### config.mk
export PLATFORM = sky130hd
export DESIGN_NAME = integer_to_radix_digits_unit
export DESIGN_NICKNAME = d
export VERILOG_FILES = /design/src/sv/itrd_pkg.sv /design/src/sv/itrd_cell.sv /design/src/sv/integer_to_radix_digits_unit.sv
export VERILOG_INCLUDE_DIRS = /design/src /design/src/sv
export SDC_FILE = /design/constraint.sdc
export NUM_CORES = 1
export LEC_CHECK = 0
export ABC_AREA = 0
export BUFFER_PORTS_ARGS = -buffer_cell sky130_fd_sc_hd__buf_2
export CELL_PAD_IN_SITES_DETAIL_PLACEMENT = 0
export CELL_PAD_IN_SITES_GLOBAL_PLACEMENT = 1
export CORE_UTILIZATION = 30
export DETAILED_ROUTE_END_ITERATION = 10
export GPL_TIMING_DRIVEN = 0
export PLACE_DENSITY_LB_ADDON = 0.3
export SLEW_MARGIN = 20
export SYNTH_ARGS = -nofsm -noshare
export SYNTH_HDL_FRONTEND = slang
export SYNTH_SLANG_ARGS = --single-unit
### constraint.sdc
create_clock -name aclk -period 4.85 [get_ports aclk]
set_input_delay 0.485 -clock aclk [delete_from_list [all_inputs] [get_ports aclk]]
set_output_delay 0.485 -clock aclk [all_outputs]
set_load 0.005 [all_outputs]
### src/sv/integer_to_radix_digits_unit_assert.svh
// assertion macros shared by the converter rtl
`ifndef INTEGER_TO_RADIX_DIGITS_UNIT_ASSERT_SVH
`define INTEGER_TO_RADIX_DIGITS_UNIT_ASSERT_SVH

// condition and consequence in the same cycle
`define ITRD_ASSERT_NOW(label, ante, cons, msg) \
    label: assert property (@(posedge aclk) disable iff (!aresetn) (ante) |-> (cons)) \
        else $error(msg);

// consequence in the cycle after the condition
`define ITRD_ASSERT_NEXT(label, ante, cons, msg) \
    label: assert property (@(posedge aclk) disable iff (!aresetn) (ante) |=> (cons)) \
        else $error(msg);

`endif

### src/sv/itrd_pkg.sv
`default_nettype none

package itrd_pkg;

    localparam int VALUE_BITS_DEF = 31;

    localparam int NUMBER_W  = 31;
    localparam int S_TDATA_W = 32;
    localparam int CHAR_W    = 7;
    localparam int M_TDATA_W = 8;
    localparam int RADIX_W   = 5;
    localparam int DIGIT_W   = 4;
    localparam int PADDR_W   = 3;
    localparam int PDATA_W   = 32;

    localparam logic [RADIX_W-1:0] RADIX_RESET = 5'd10;
    localparam logic [RADIX_W-1:0] RADIX_MIN   = 5'd2;
    localparam logic [RADIX_W-1:0] RADIX_MAX   = 5'd16;

    localparam logic [CHAR_W-1:0]  CHAR_ZERO     = 7'd48;
    localparam logic [CHAR_W-1:0]  CHAR_A        = 7'd65;
    localparam logic [DIGIT_W-1:0] DECIMAL_LIMIT = 4'd10;

    // register index, taken from paddr[2]
    localparam logic REG_RADIX = 1'b0;

    typedef enum logic [1:0] {
        CELL_HOLD,
        CELL_CLEAR,
        CELL_CONV,
        CELL_SHIFT
    } cell_mode_t;

    typedef struct packed {
        cell_mode_t           mode;
        logic [RADIX_W-1:0]   radix;
    } cell_ctrl_t;

    typedef enum logic [1:0] {
        ST_IDLE,
        ST_CONV,
        ST_STRIP,
        ST_EMIT
    } state_t;

    function automatic logic [CHAR_W-1:0] digit_to_char(input logic [DIGIT_W-1:0] d);
        logic [CHAR_W-1:0] c;
        if (d >= DECIMAL_LIMIT) begin
            c = CHAR_A + CHAR_W'(d - DECIMAL_LIMIT);
        end else begin
            c = CHAR_ZERO + CHAR_W'(d);
        end
        return c;
    endfunction

endpackage

`default_nettype wire

### src/sv/itrd_cell.sv
`default_nettype none

// one digit position: doubles its digit plus the incoming carry modulo the radix, or clears, holds or shifts it in
module itrd_cell (
    input  wire                            aclk,
    input  wire                            aresetn,
    input  wire  itrd_pkg::cell_ctrl_t     ctrl,
    input  wire                            carry_in_valid,
    input  wire                            carry_in,
    input  wire  [itrd_pkg::DIGIT_W-1:0]   shift_in,
    output logic [itrd_pkg::DIGIT_W-1:0]   digit,
    output logic                           carry_out_valid,
    output logic                           carry_out
);

    logic [itrd_pkg::DIGIT_W-1:0] digit_reg, digit_next;
    logic                         carry_valid_reg, carry_valid_next;
    logic                         carry_reg, carry_next;
    logic [itrd_pkg::RADIX_W-1:0] sum;
    logic [itrd_pkg::RADIX_W-1:0] diff;
    logic                         ge;

    always_comb begin
        sum  = {digit_reg, carry_in};
        ge   = (sum >= ctrl.radix);
        diff = sum - ctrl.radix;

        digit_next       = digit_reg;
        carry_valid_next = 1'b0;
        carry_next       = ge;
        case (ctrl.mode)
            itrd_pkg::CELL_CLEAR: begin
                digit_next = '0;
            end
            itrd_pkg::CELL_CONV: begin
                carry_valid_next = carry_in_valid;
                if (carry_in_valid) begin
                    digit_next = ge ? diff[itrd_pkg::DIGIT_W-1:0]
                                    : sum[itrd_pkg::DIGIT_W-1:0];
                end
            end
            itrd_pkg::CELL_SHIFT: begin
                digit_next = shift_in;
            end
            default: begin
                digit_next = digit_reg;
            end
        endcase
    end

    always_ff @(posedge aclk) begin
        if (!aresetn) begin
            carry_valid_reg <= 1'b0;
        end else begin
            carry_valid_reg <= carry_valid_next;
        end
        digit_reg <= digit_next;
        carry_reg <= carry_next;
    end

    assign digit           = digit_reg;
    assign carry_out_valid = carry_valid_reg;
    assign carry_out       = carry_reg;

endmodule

`default_nettype wire

### src/sv/integer_to_radix_digits_unit.sv
// Converts one non-negative integer per input item into its digits in the base held in the
// radix register (2 to 16; 0 and 1 act as 2, 17 to 31 act as 16), sent most significant
// first as ASCII '0'-'9' and 'A'-'F', one output item per digit, with m_tlast on the final
// digit; zero gives the single digit '0'. Only the low VALUE_BITS bits of number_in are used.
// The number is shifted MSB first into a row of VALUE_BITS digit cells whose carries ripple
// one cell per cycle; leading zeros are then shifted out of the row and each digit shifted
// to the output register whenever that register is empty or being read, so output stalls
// hold the emission. One item is handled at a time; the next item is taken as soon as the
// last digit sits in the output register. The radix register is at byte address 0; the
// user must write it only while the block is idle, as the block itself does not enforce it.
`default_nettype none

`include "integer_to_radix_digits_unit_assert.svh"

module integer_to_radix_digits_unit #(
    parameter int VALUE_BITS = itrd_pkg::VALUE_BITS_DEF
) (
    input  wire                              aclk,
    input  wire                              aresetn,
    // input items
    input  wire                              s_tvalid,
    output logic                             s_tready,
    input  wire  [itrd_pkg::S_TDATA_W-1:0]   s_tdata,   // [30:0] number_in, [31] zero pad
    // result items
    output logic                             m_tvalid,
    input  wire                              m_tready,
    output logic [itrd_pkg::M_TDATA_W-1:0]   m_tdata,   // [6:0] digit_char, [7] zero pad
    output logic                             m_tlast,   // last_digit
    // configuration
    input  wire                              psel,
    input  wire                              penable,
    input  wire                              pwrite,
    input  wire  [itrd_pkg::PADDR_W-1:0]     paddr,
    input  wire  [itrd_pkg::PDATA_W-1:0]     pwdata,
    output logic [itrd_pkg::PDATA_W-1:0]     prdata,
    output logic                             pready
);

    localparam int CNT_W  = $clog2(2 * VALUE_BITS);
    localparam int DCNT_W = $clog2(VALUE_BITS + 1);
    localparam int TOP    = VALUE_BITS - 1;
    localparam logic [CNT_W-1:0]  CONV_LAST = CNT_W'(2 * VALUE_BITS - 2);
    localparam logic [CNT_W-1:0]  FEED_LEN  = CNT_W'(VALUE_BITS);
    localparam logic [DCNT_W-1:0] ALL_DIGITS = DCNT_W'(VALUE_BITS);
    localparam logic [DCNT_W-1:0] ONE_DIGIT  = DCNT_W'(1);

    itrd_pkg::state_t                state_reg, state_next;
    logic [itrd_pkg::RADIX_W-1:0]    radix_reg;
    logic [itrd_pkg::RADIX_W-1:0]    eff_radix;
    logic [VALUE_BITS-1:0]           val_reg;
    logic [VALUE_BITS-1:0]           num_ext;
    logic [CNT_W-1:0]                cyc_reg;
    logic [DCNT_W-1:0]               dcnt_reg;
    logic                            m_tvalid_reg;
    logic [itrd_pkg::CHAR_W-1:0]     m_char_reg;
    logic                            m_last_reg;

    itrd_pkg::cell_ctrl_t            cell_ctrl;
    itrd_pkg::cell_mode_t            cell_mode;
    logic                            accept;
    logic                            out_load;
    logic                            cfg_write;
    logic                            top_zero;
    logic                            one_left;

    // carry chain, entry 0 is the serial bit fed into the bottom cell
    logic                            carry_v [VALUE_BITS+1];
    logic                            carry   [VALUE_BITS+1];
    logic [itrd_pkg::DIGIT_W-1:0]    digit   [VALUE_BITS];

    // ---------------- configuration port ----------------
    assign pready    = 1'b1;
    assign cfg_write = psel && penable && pwrite && pready
                       && (paddr[2] == itrd_pkg::REG_RADIX);

    always_comb begin
        if (paddr[2] == itrd_pkg::REG_RADIX) begin
            prdata = itrd_pkg::PDATA_W'(radix_reg);
        end else begin
            prdata = '0;
        end
    end

    always_ff @(posedge aclk) begin
        if (!aresetn) begin
            radix_reg <= itrd_pkg::RADIX_RESET;
        end else if (cfg_write) begin
            radix_reg <= pwdata[itrd_pkg::RADIX_W-1:0];
        end
    end

    // out-of-range radix codes clamp to the nearest legal base
    always_comb begin
        if (radix_reg < itrd_pkg::RADIX_MIN) begin
            eff_radix = itrd_pkg::RADIX_MIN;
        end else if (radix_reg > itrd_pkg::RADIX_MAX) begin
            eff_radix = itrd_pkg::RADIX_MAX;
        end else begin
            eff_radix = radix_reg;
        end
    end

    // ---------------- input width fit ----------------
    generate
        if (VALUE_BITS <= itrd_pkg::NUMBER_W) begin : g_narrow
            assign num_ext = s_tdata[VALUE_BITS-1:0];
        end else begin : g_wide
            assign num_ext = VALUE_BITS'(s_tdata[itrd_pkg::NUMBER_W-1:0]);
        end
    endgenerate

    // ---------------- handshakes ----------------
    assign s_tready = (state_reg == itrd_pkg::ST_IDLE);
    assign accept   = s_tvalid && s_tready;
    assign out_load = (state_reg == itrd_pkg::ST_EMIT) && (!m_tvalid_reg || m_tready);
    assign top_zero = (digit[TOP] == '0);
    assign one_left = (dcnt_reg == ONE_DIGIT);

    // ---------------- next state ----------------
    always_comb begin
        state_next = state_reg;
        unique case (state_reg)
            itrd_pkg::ST_IDLE: begin
                if (s_tvalid) begin
                    state_next = itrd_pkg::ST_CONV;
                end
            end
            itrd_pkg::ST_CONV: begin
                if (cyc_reg == CONV_LAST) begin
                    state_next = itrd_pkg::ST_STRIP;
                end
            end
            itrd_pkg::ST_STRIP: begin
                // stop at the first nonzero digit, keep at least one
                if (!top_zero || one_left) begin
                    state_next = itrd_pkg::ST_EMIT;
                end
            end
            itrd_pkg::ST_EMIT: begin
                if (out_load && one_left) begin
                    state_next = itrd_pkg::ST_IDLE;
                end
            end
            default: begin
                state_next = itrd_pkg::ST_IDLE;
            end
        endcase
    end

    // ---------------- cell row control ----------------
    always_comb begin
        cell_mode = itrd_pkg::CELL_HOLD;
        unique case (state_reg)
            itrd_pkg::ST_IDLE: begin
                if (s_tvalid) begin
                    cell_mode = itrd_pkg::CELL_CLEAR;
                end
            end
            itrd_pkg::ST_CONV: begin
                cell_mode = itrd_pkg::CELL_CONV;
            end
            itrd_pkg::ST_STRIP: begin
                if (top_zero && !one_left) begin
                    cell_mode = itrd_pkg::CELL_SHIFT;
                end
            end
            itrd_pkg::ST_EMIT: begin
                if (out_load) begin
                    cell_mode = itrd_pkg::CELL_SHIFT;
                end
            end
            default: begin
                cell_mode = itrd_pkg::CELL_HOLD;
            end
        endcase
    end

    assign cell_ctrl.mode  = cell_mode;
    assign cell_ctrl.radix = eff_radix;

    // serial feed: number bits msb first, until all VALUE_BITS bits have entered the bottom cell
    assign carry_v[0] = (state_reg == itrd_pkg::ST_CONV) && (cyc_reg < FEED_LEN);
    assign carry[0]   = val_reg[VALUE_BITS-1];

    generate
        for (genvar i = 0; i < VALUE_BITS; i++) begin : g_cell
            logic [itrd_pkg::DIGIT_W-1:0] shift_src;
            if (i == 0) begin : g_bottom
                assign shift_src = '0;
            end else begin : g_upper
                assign shift_src = digit[i-1];
            end
            itrd_cell u_cell (
                .aclk            (aclk),
                .aresetn         (aresetn),
                .ctrl            (cell_ctrl),
                .carry_in_valid  (carry_v[i]),
                .carry_in        (carry[i]),
                .shift_in        (shift_src),
                .digit           (digit[i]),
                .carry_out_valid (carry_v[i+1]),
                .carry_out       (carry[i+1])
            );
        end
    endgenerate

    // ---------------- sequencing registers ----------------
    always_ff @(posedge aclk) begin
        if (!aresetn) begin
            state_reg    <= itrd_pkg::ST_IDLE;
            cyc_reg      <= '0;
            dcnt_reg     <= '0;
            m_tvalid_reg <= 1'b0;
        end else begin
            state_reg <= state_next;
            if (accept) begin
                cyc_reg <= '0;
            end else if (state_reg == itrd_pkg::ST_CONV) begin
                cyc_reg <= cyc_reg + CNT_W'(1);
                if (cyc_reg == CONV_LAST) begin
                    dcnt_reg <= ALL_DIGITS;
                end
            end else if (cell_mode == itrd_pkg::CELL_SHIFT) begin
                dcnt_reg <= dcnt_reg - ONE_DIGIT;
            end

            if (out_load) begin
                m_tvalid_reg <= 1'b1;
            end else if (m_tready) begin
                m_tvalid_reg <= 1'b0;
            end
        end

        // payload
        if (accept) begin
            val_reg <= num_ext;
        end else if (state_reg == itrd_pkg::ST_CONV) begin
            val_reg <= {val_reg[VALUE_BITS-2:0], 1'b0};
        end
        if (out_load) begin
            m_char_reg <= itrd_pkg::digit_to_char(digit[TOP]);
            m_last_reg <= one_left;
        end
    end

    assign m_tvalid = m_tvalid_reg;
    assign m_tdata  = itrd_pkg::M_TDATA_W'(m_char_reg);
    assign m_tlast  = m_last_reg;

    // ---------------- assertions ----------------
    // the row has room for every digit, so the top cell never carries out
    `ITRD_ASSERT_NOW(a_no_overflow, carry_v[VALUE_BITS], !carry[VALUE_BITS],
                     "digit row overflow")
    `ITRD_ASSERT_NEXT(a_accept_starts, accept,
                      (state_reg == itrd_pkg::ST_CONV) && (cyc_reg == '0),
                      "conversion did not start")
    `ITRD_ASSERT_NOW(a_count_live,
                     (state_reg == itrd_pkg::ST_STRIP) || (state_reg == itrd_pkg::ST_EMIT),
                     dcnt_reg != '0, "digit count ran out")
    `ITRD_ASSERT_NOW(a_digit_range, state_reg == itrd_pkg::ST_STRIP,
                     itrd_pkg::RADIX_W'(digit[TOP]) < eff_radix, "digit not below radix")
    `ITRD_ASSERT_NEXT(a_last_ends, out_load && one_left,
                      (state_reg == itrd_pkg::ST_IDLE) && m_tlast && m_tvalid,
                      "final digit did not end the number")

endmodule

`default_nettype wire
-- Word-level counts from Yosys, hierarchy flattened
Index checks and enable logic that the tools add are counted.
- register bits after elaboration: 242
- bits of input ports: 74
- output and inout port bits: 44
- $add $sub $neg: 36
- magnitude comparators: 35
- eq/ne operators: 43
- mux-type cells: 113
- bitwise logic cells: 3
- reduce and logical (&&, ||, !) cells: 56
- operator list (cell ; number):
    4-bit one-hot mux with 3 select lines ; 30
    4-bit 2-to-1 mux ; 62
    5-bit >= comparator ; 31
    4-bit subtractor ; 31
    2-bit by 1-bit != test with 1-bit output (second input constant) ; 32
    2-bit AND reduction ; 32
    31-bit 2-to-1 mux ; 2
    5-bit 2-to-1 mux ; 6
    2-bit one-hot mux with 4 select lines ; 2
    2-bit 2-to-1 mux ; 6
    2-bit equality test (second input constant) ; 4
    1-bit logical AND ; 8
    4-bit one-hot mux with 2 select lines ; 1
    2-bit nonzero test ; 4
    6-bit by 4-bit adder with 7-bit output (first input constant) ; 1
    7-bit adder (first input constant) ; 1
    7-bit 2-to-1 mux ; 1
    6-bit by 1-bit adder with 6-bit output (second input constant) ; 1
    6-bit equality test (second input constant) ; 1
    6-bit by 5-bit < comparator with 1-bit output (second input constant) ; 1
    2-bit != test (second input constant) ; 3
    5-bit by 1-bit equality test with 1-bit output (second input constant) ; 1
    5-bit > comparator (second input constant) ; 1
    5-bit by 2-bit < comparator with 1-bit output (second input constant) ; 1
    other kinds (14) ; 23

-- Logic depth before layout (Yosys ltp)
- word-level depth: 9
- depth in mapped cells: 10

-- Hierarchy
Synthesis repeated with hierarchy kept, for this count alone.
- cell total of the unflattened synthesis: 1792
- area total of the unflattened synthesis: 18222.5 um^2
- modules (own cells, without submodules) (module ; instances ; cells each ; area an instance (um^2) ; sequential area each (um^2)):
    itrd_cell (g_cell[14].u_cell ...) ; 21 ; 49 ; 486.7 ; 160.2
    itrd_cell (g_cell[0].u_cell ...) ; 8 ; 49 ; 488.0 ; 160.2
    integer_to_radix_digits_unit ; 1 ; 269 ; 3113.0 ; 1551.5
    itrd_cell (g_cell[13].u_cell) ; 1 ; 49 ; 506.7 ; 160.2
    itrd_cell (g_cell[27].u_cell) ; 1 ; 53 ; 478.0 ; 160.2

-- Worst setup path before layout
OpenSTA, ideal clock, no wires.
- path kind: reg-to-reg
- start point: register radix_reg[2] in the netlist's numbering
- end point: register g_cell[10].u_cell.digit_reg, in the netlist g_cell[10].u_cell.digit[0], data pin
- setup time: 0.257 ns
- data arrival time: 3.982 ns
- slack: 0.612 ns
- cell stages (with the launch flop): 11
- period minus slack after synthesis: 4.238 ns
- cells stage by stage: dfxtp_1 -> nor2_1 -> nor2_1 -> nor2_1 -> inv_1 -> ha_1 -> nand2_1 -> o21a_1 -> o21ai_1 -> mux2i_1 -> a32o_1
- longest elaborated chain between the ends: 7
- elaborated cells on any way between the ends: 9
- classes of those cells: 1 x add/sub; 3 x order compare; 5 x mux
- RTL lines (element ; RTL line ; source):
    start, declared ; integer_to_radix_digits_unit.sv:48 ; logic [itrd_pkg::RADIX_W-1:0] radix_reg;
    start signal, assigned ; integer_to_radix_digits_unit.sv:86 ; radix_reg <= itrd_pkg::RADIX_RESET;
    start signal, assigned ; integer_to_radix_digits_unit.sv:88 ; radix_reg <= pwdata[itrd_pkg::RADIX_W-1:0];
    5-bit > comparator ; integer_to_radix_digits_unit.sv:96 ; end else if (radix_reg > itrd_pkg::RADIX_MAX) begin
    5-bit 2-to-1 mux ; integer_to_radix_digits_unit.sv:96 ;
    5-bit 2-to-1 mux (*) ; integer_to_radix_digits_unit.sv:94 ; if (radix_reg < itrd_pkg::RADIX_MIN) begin
    5-bit >= comparator (*) ; itrd_cell.sv:25 ; ge = (sum >= ctrl.radix);
    named net g_cell[10].u_cell.carry_next ; itrd_cell.sv:18 ; logic carry_reg, carry_next;
    4-bit 2-to-1 mux (*) ; itrd_cell.sv:38 ; digit_next = ge ? diff[itrd_pkg::DIGIT_W-1:0]
    4-bit 2-to-1 mux (*) ; itrd_cell.sv:37 ; if (carry_in_valid) begin
    4-bit one-hot mux with 3 select lines (*) ; itrd_cell.sv:31 ; case (ctrl.mode)
    named net g_cell[10].u_cell.digit_next (one bit) ; itrd_cell.sv:16 ; logic [itrd_pkg::DIGIT_W-1:0] digit_reg, digit_next;
    end signal, assigned ; itrd_cell.sv:57 ; digit_reg <= digit_next;
    end, declared ; itrd_cell.sv:16 ;
Mark *: on every way through the listed nets, which the timed path passes. The rest lies on a longest branch. The select of a mux whose other input is x is not followed.
A chain may end at the register's enable or synchronous reset.

-- Worst setup path in the final report
- start point: register radix_reg[4] in the netlist's numbering
- end point: register g_cell[16].u_cell.digit_reg, in the netlist g_cell[16].u_cell.digit[0], data pin
- longest elaborated chain between the ends: 7
- elaborated cells on any way between the ends: 9
- classes of those cells: 1 x add/sub; 3 x order compare; 5 x mux
- RTL lines (element ; RTL line):
    5-bit > comparator ; integer_to_radix_digits_unit.sv:96
    5-bit 2-to-1 mux ; integer_to_radix_digits_unit.sv:96
    5-bit 2-to-1 mux (*) ; integer_to_radix_digits_unit.sv:94
    5-bit >= comparator (*) ; itrd_cell.sv:25
    named net g_cell[16].u_cell.carry_next ; itrd_cell.sv:18
    4-bit 2-to-1 mux (*) ; itrd_cell.sv:38
    4-bit 2-to-1 mux (*) ; itrd_cell.sv:37
    4-bit one-hot mux with 3 select lines (*) ; itrd_cell.sv:31
    named net g_cell[16].u_cell.digit_next (one bit) ; itrd_cell.sv:16
    end signal, assigned ; itrd_cell.sv:57
    end, declared ; itrd_cell.sv:16
Marked as above.

==> flow_metrics.tcl <==
set metrics [dict create \
    htree_levels 1 \
    dieWidth_um 229 \
    cts_hold_buf 0 \
    relSlewSlack 0.289 \
    worst_skew_pair.late_latency_ns 0.56 \
    pre_cts_ws_ns 1.34 \
    synth.area.top_cells "edfxtp_1, ha_1, dfxtp_1" \
    place_inst 2227 \
    insertedDiodeCount 0 \
    min_path_type "input port to register" \
    yosysSeqAreaShare 0.418 \
    rsz0062_at_grt "no" \
    startpoint_type "register" \
    cap_violations 0 \
    wire_per_inst_um 18.5 \
    antenna_found_initial 0 \
    worst_path_max_delay_cell "nand2_4" \
    hold_ws_ns 0.160 \
    synthArstFlopShare 0 \
    final_cell_mix "nand2_1, ha_1, edfxtp_1" \
    final_cells 2280 \
    ioPinCount 118 \
    clk_pin_slew_ns 0.06 \
    portBuffers 58 \
    skew_ns 0.0249 \
    period_needed_ns 3.47 \
    drtPass1Iterations 5 \
    ff2ff_path_depth 8 \
    final_nets 1860 \
    ir_worst_vdd_v 0.000319 \
    rows 82 \
    cpPeakStageDelay_ns 0.58 \
    cts_tree "built" \
    wl_um 42200 \
    grt_pass1_vias 11159 \
    grt_use_total 0.161 \
    dr_total_vias 11120 \
    synth_flop_cell "edfxtp_1" \
    largest_reg_flops 124 \
    cts-root-buf "clkbuf_16" \
    cts-resized-gates 0 \
    worstPathArrival_ns 3.82 \
    cp.required_ns 5.21 \
    grt_start_max_net_pins 36 \
    cts.sinks 242 \
    rr_startpoint "radix_reg[4]$_SDFFE_PN0P_" \
    critPathKind "register to register" \
    hpwl_um 28700 \
    drive_above_1_share 0.131 \
    max_freq_ghz 0.289 \
    finalMaxSlewViolations 0 \
    syn-cell-area_sq_um 15500 \
    p_total_mw 12.5 \
    hold_depth 3 \
    area_delta_synth_final_pct 14.6 \
    final_util 0.351 \
    die-area_sq_um 52600 \
    via_per_inst 4.88 \
    synth_edf_count 163 \
    tightestPinTransition_ns 1.07 \
    startpoint "radix_reg[4]$_SDFFE_PN0P_" \
    numCtsBuffers 29 \
    start_util 0.306 \
    cts_setup_buffers 0 \
    route.detailed.drc 0 \
    setup_viol 0 \
    endpoint "g_cell[16].u_cell.digit[0]$_DFFE_PP_" \
    period_share 0.715 \
    finalWorstSetupSlack_ns 1.38 \
    crit_cells 8 \
    cts_max_path_buffers 3 \
    rrSetupSlack_ns 1.38 \
    crit_family "compound AO/OA/AOI/OAI gates" \
    path_cells "inv_4 > nand2_4 > ha_1 > a21o_1 > a31oi_1 > o21ai_1 > mux2_2 > o21ai_0" \
    leakage_nw 7.46 \
    r2r-end "g_cell[16].u_cell.digit[0]$_DFFE_PP_" \
    fillers 5123 \
    synthCells 1468 \
    place_congestion 0.804 \
    synth_area_per_cell_sq_um 10.6 \
    grt_pass1_wl_um 65600 \
    synth_top_area_cell "edfxtp_1" \
    die_h_um 229 \
    endpoint_kind "register" \
    worstPathMaxFanout 35 \
    powerDensity_nw_per_um2 702 \
    synth_top_area_frac 0.316 \
    status "finished clean" \
    crit_buf_inv 1 \
    drtAntennaViolNets 0 \
    coreArea_sq_um 50600 \
    yosysWarnings 0 \
    final-hold-violation-count 0 \
    synthDistinctLibCells 50 \
    drtIter0Drc 638 \
    gr-total-overflow 0 \
    ys_ff_latch 242 \
    mostFrequentLayoutCell "nand2_1" \
]
[metal layers]
metal / up-vias / wire [um] / track usage
met1: 5357 / 20100 / 0.222
met4: 0 / 1090 / 0.0454
met2: 232 / 19200 / 0.264
li1: 5470 / - / -
met5: - / 0 / 0
met3: 61 / 1840 / 0.0217
[report_power, final]
group          total, mW  switching [mW]  internal, mW
clock               2.18           0.892          1.29
sequential          4.20           0.667          3.54
combinational       6.08            3.55          2.52
[cells in the mapped netlist, types with 2 or more instances]
library cell and count:
a211o_1 2, a21oi_1 44, edfxtp_1 163, o21ai_0 105, a31oi_1 55, dfxtp_1 79
o21a_1 4, ha_1 169, buf_1 4, buf_2 7, xnor2_1 45, a211oi_1 2
xor2_1 25, nor3_1 6, buf_4 37, a21o_1 27, clkbuf_1 24, nand3_1 2
mux2_2 49, nand2_1 214, and3_1 3, fa_1 31, nor2b_1 9, mux2i_1 113
clkinv_1 2, nand2b_1 28, a32o_1 25, nand4_1 3, o21ai_1 31, inv_1 88
nor2_1 51, nor4_1 2, conb_1 2
[tightest hold or removal path, cell delays in order]
cell,delay (ns)
buf_2,0.07
mux2i_1,0.06
nand2_1,0.06
[through the flow]
stage	setup TNS (ns)	area, sq um
after floorplan	0	15600
after global placement	-387.16	16700
after detailed placement	0	16800
after CTS	0	17800
after global routing	0	17800
final	0	17800
[worst min-delay path by stage]
| stage | start | end |
|---|---|---|
| 2_1_floorplan | g_cell[9].u_cell.carry_out_valid$_SDFF_PN0_ | g_cell[10].u_cell.carry_out_valid$_SDFF_PN0_ |
| 3_3_place_gp | g_cell[17].u_cell.carry_out_valid$_SDFF_PN0_ | g_cell[18].u_cell.carry_out_valid$_SDFF_PN0_ |
| 4_1_cts | pwdata[1] | radix_reg[1]$_SDFFE_PN1P_ |
| 3_5_place_dp | g_cell[17].u_cell.carry_out_valid$_SDFF_PN0_ | g_cell[18].u_cell.carry_out_valid$_SDFF_PN0_ |
| 6_report | pwdata[1] | radix_reg[1]$_SDFFE_PN1P_ |
| 5_1_grt | pwdata[3] | radix_reg[3]$_SDFFE_PN1P_ |
[cell type report]
class / count / area, sq um / area share
buffer: 72 / 418 / 0.0235
clock inverter: 12 / 111 / 0.00627
timing repair buffer: 60 / 330 / 0.0186
multi-input combinational: 1091 / 8410 / 0.474
clock buffer: 41 / 831 / 0.0468
tap: 672 / 841 / 0.0473
inverter: 90 / 343 / 0.0193
sequential: 242 / 6480 / 0.365
[cells by family (layout without fill, tap and decap cells)]
kind of cell | count (synthesis) | count (layout) | share of synthesized area
AND/OR/NAND/NOR | 328 | 328 | 0.0906
AO/OA/AOI/OAI | 302 | 302 | 0.118
flip-flops | 242 | 242 | 0.418
adder cells (fa/ha/maj) | 200 | 200 | 0.176
multiplexers | 162 | 162 | 0.109
buffers and inverters | 162 | 275 | 0.0487
XOR/XNOR | 70 | 70 | 0.0395
other | 2 | 29 | 0.000484
No activity file was read; power rests on OpenSTA's default activity.
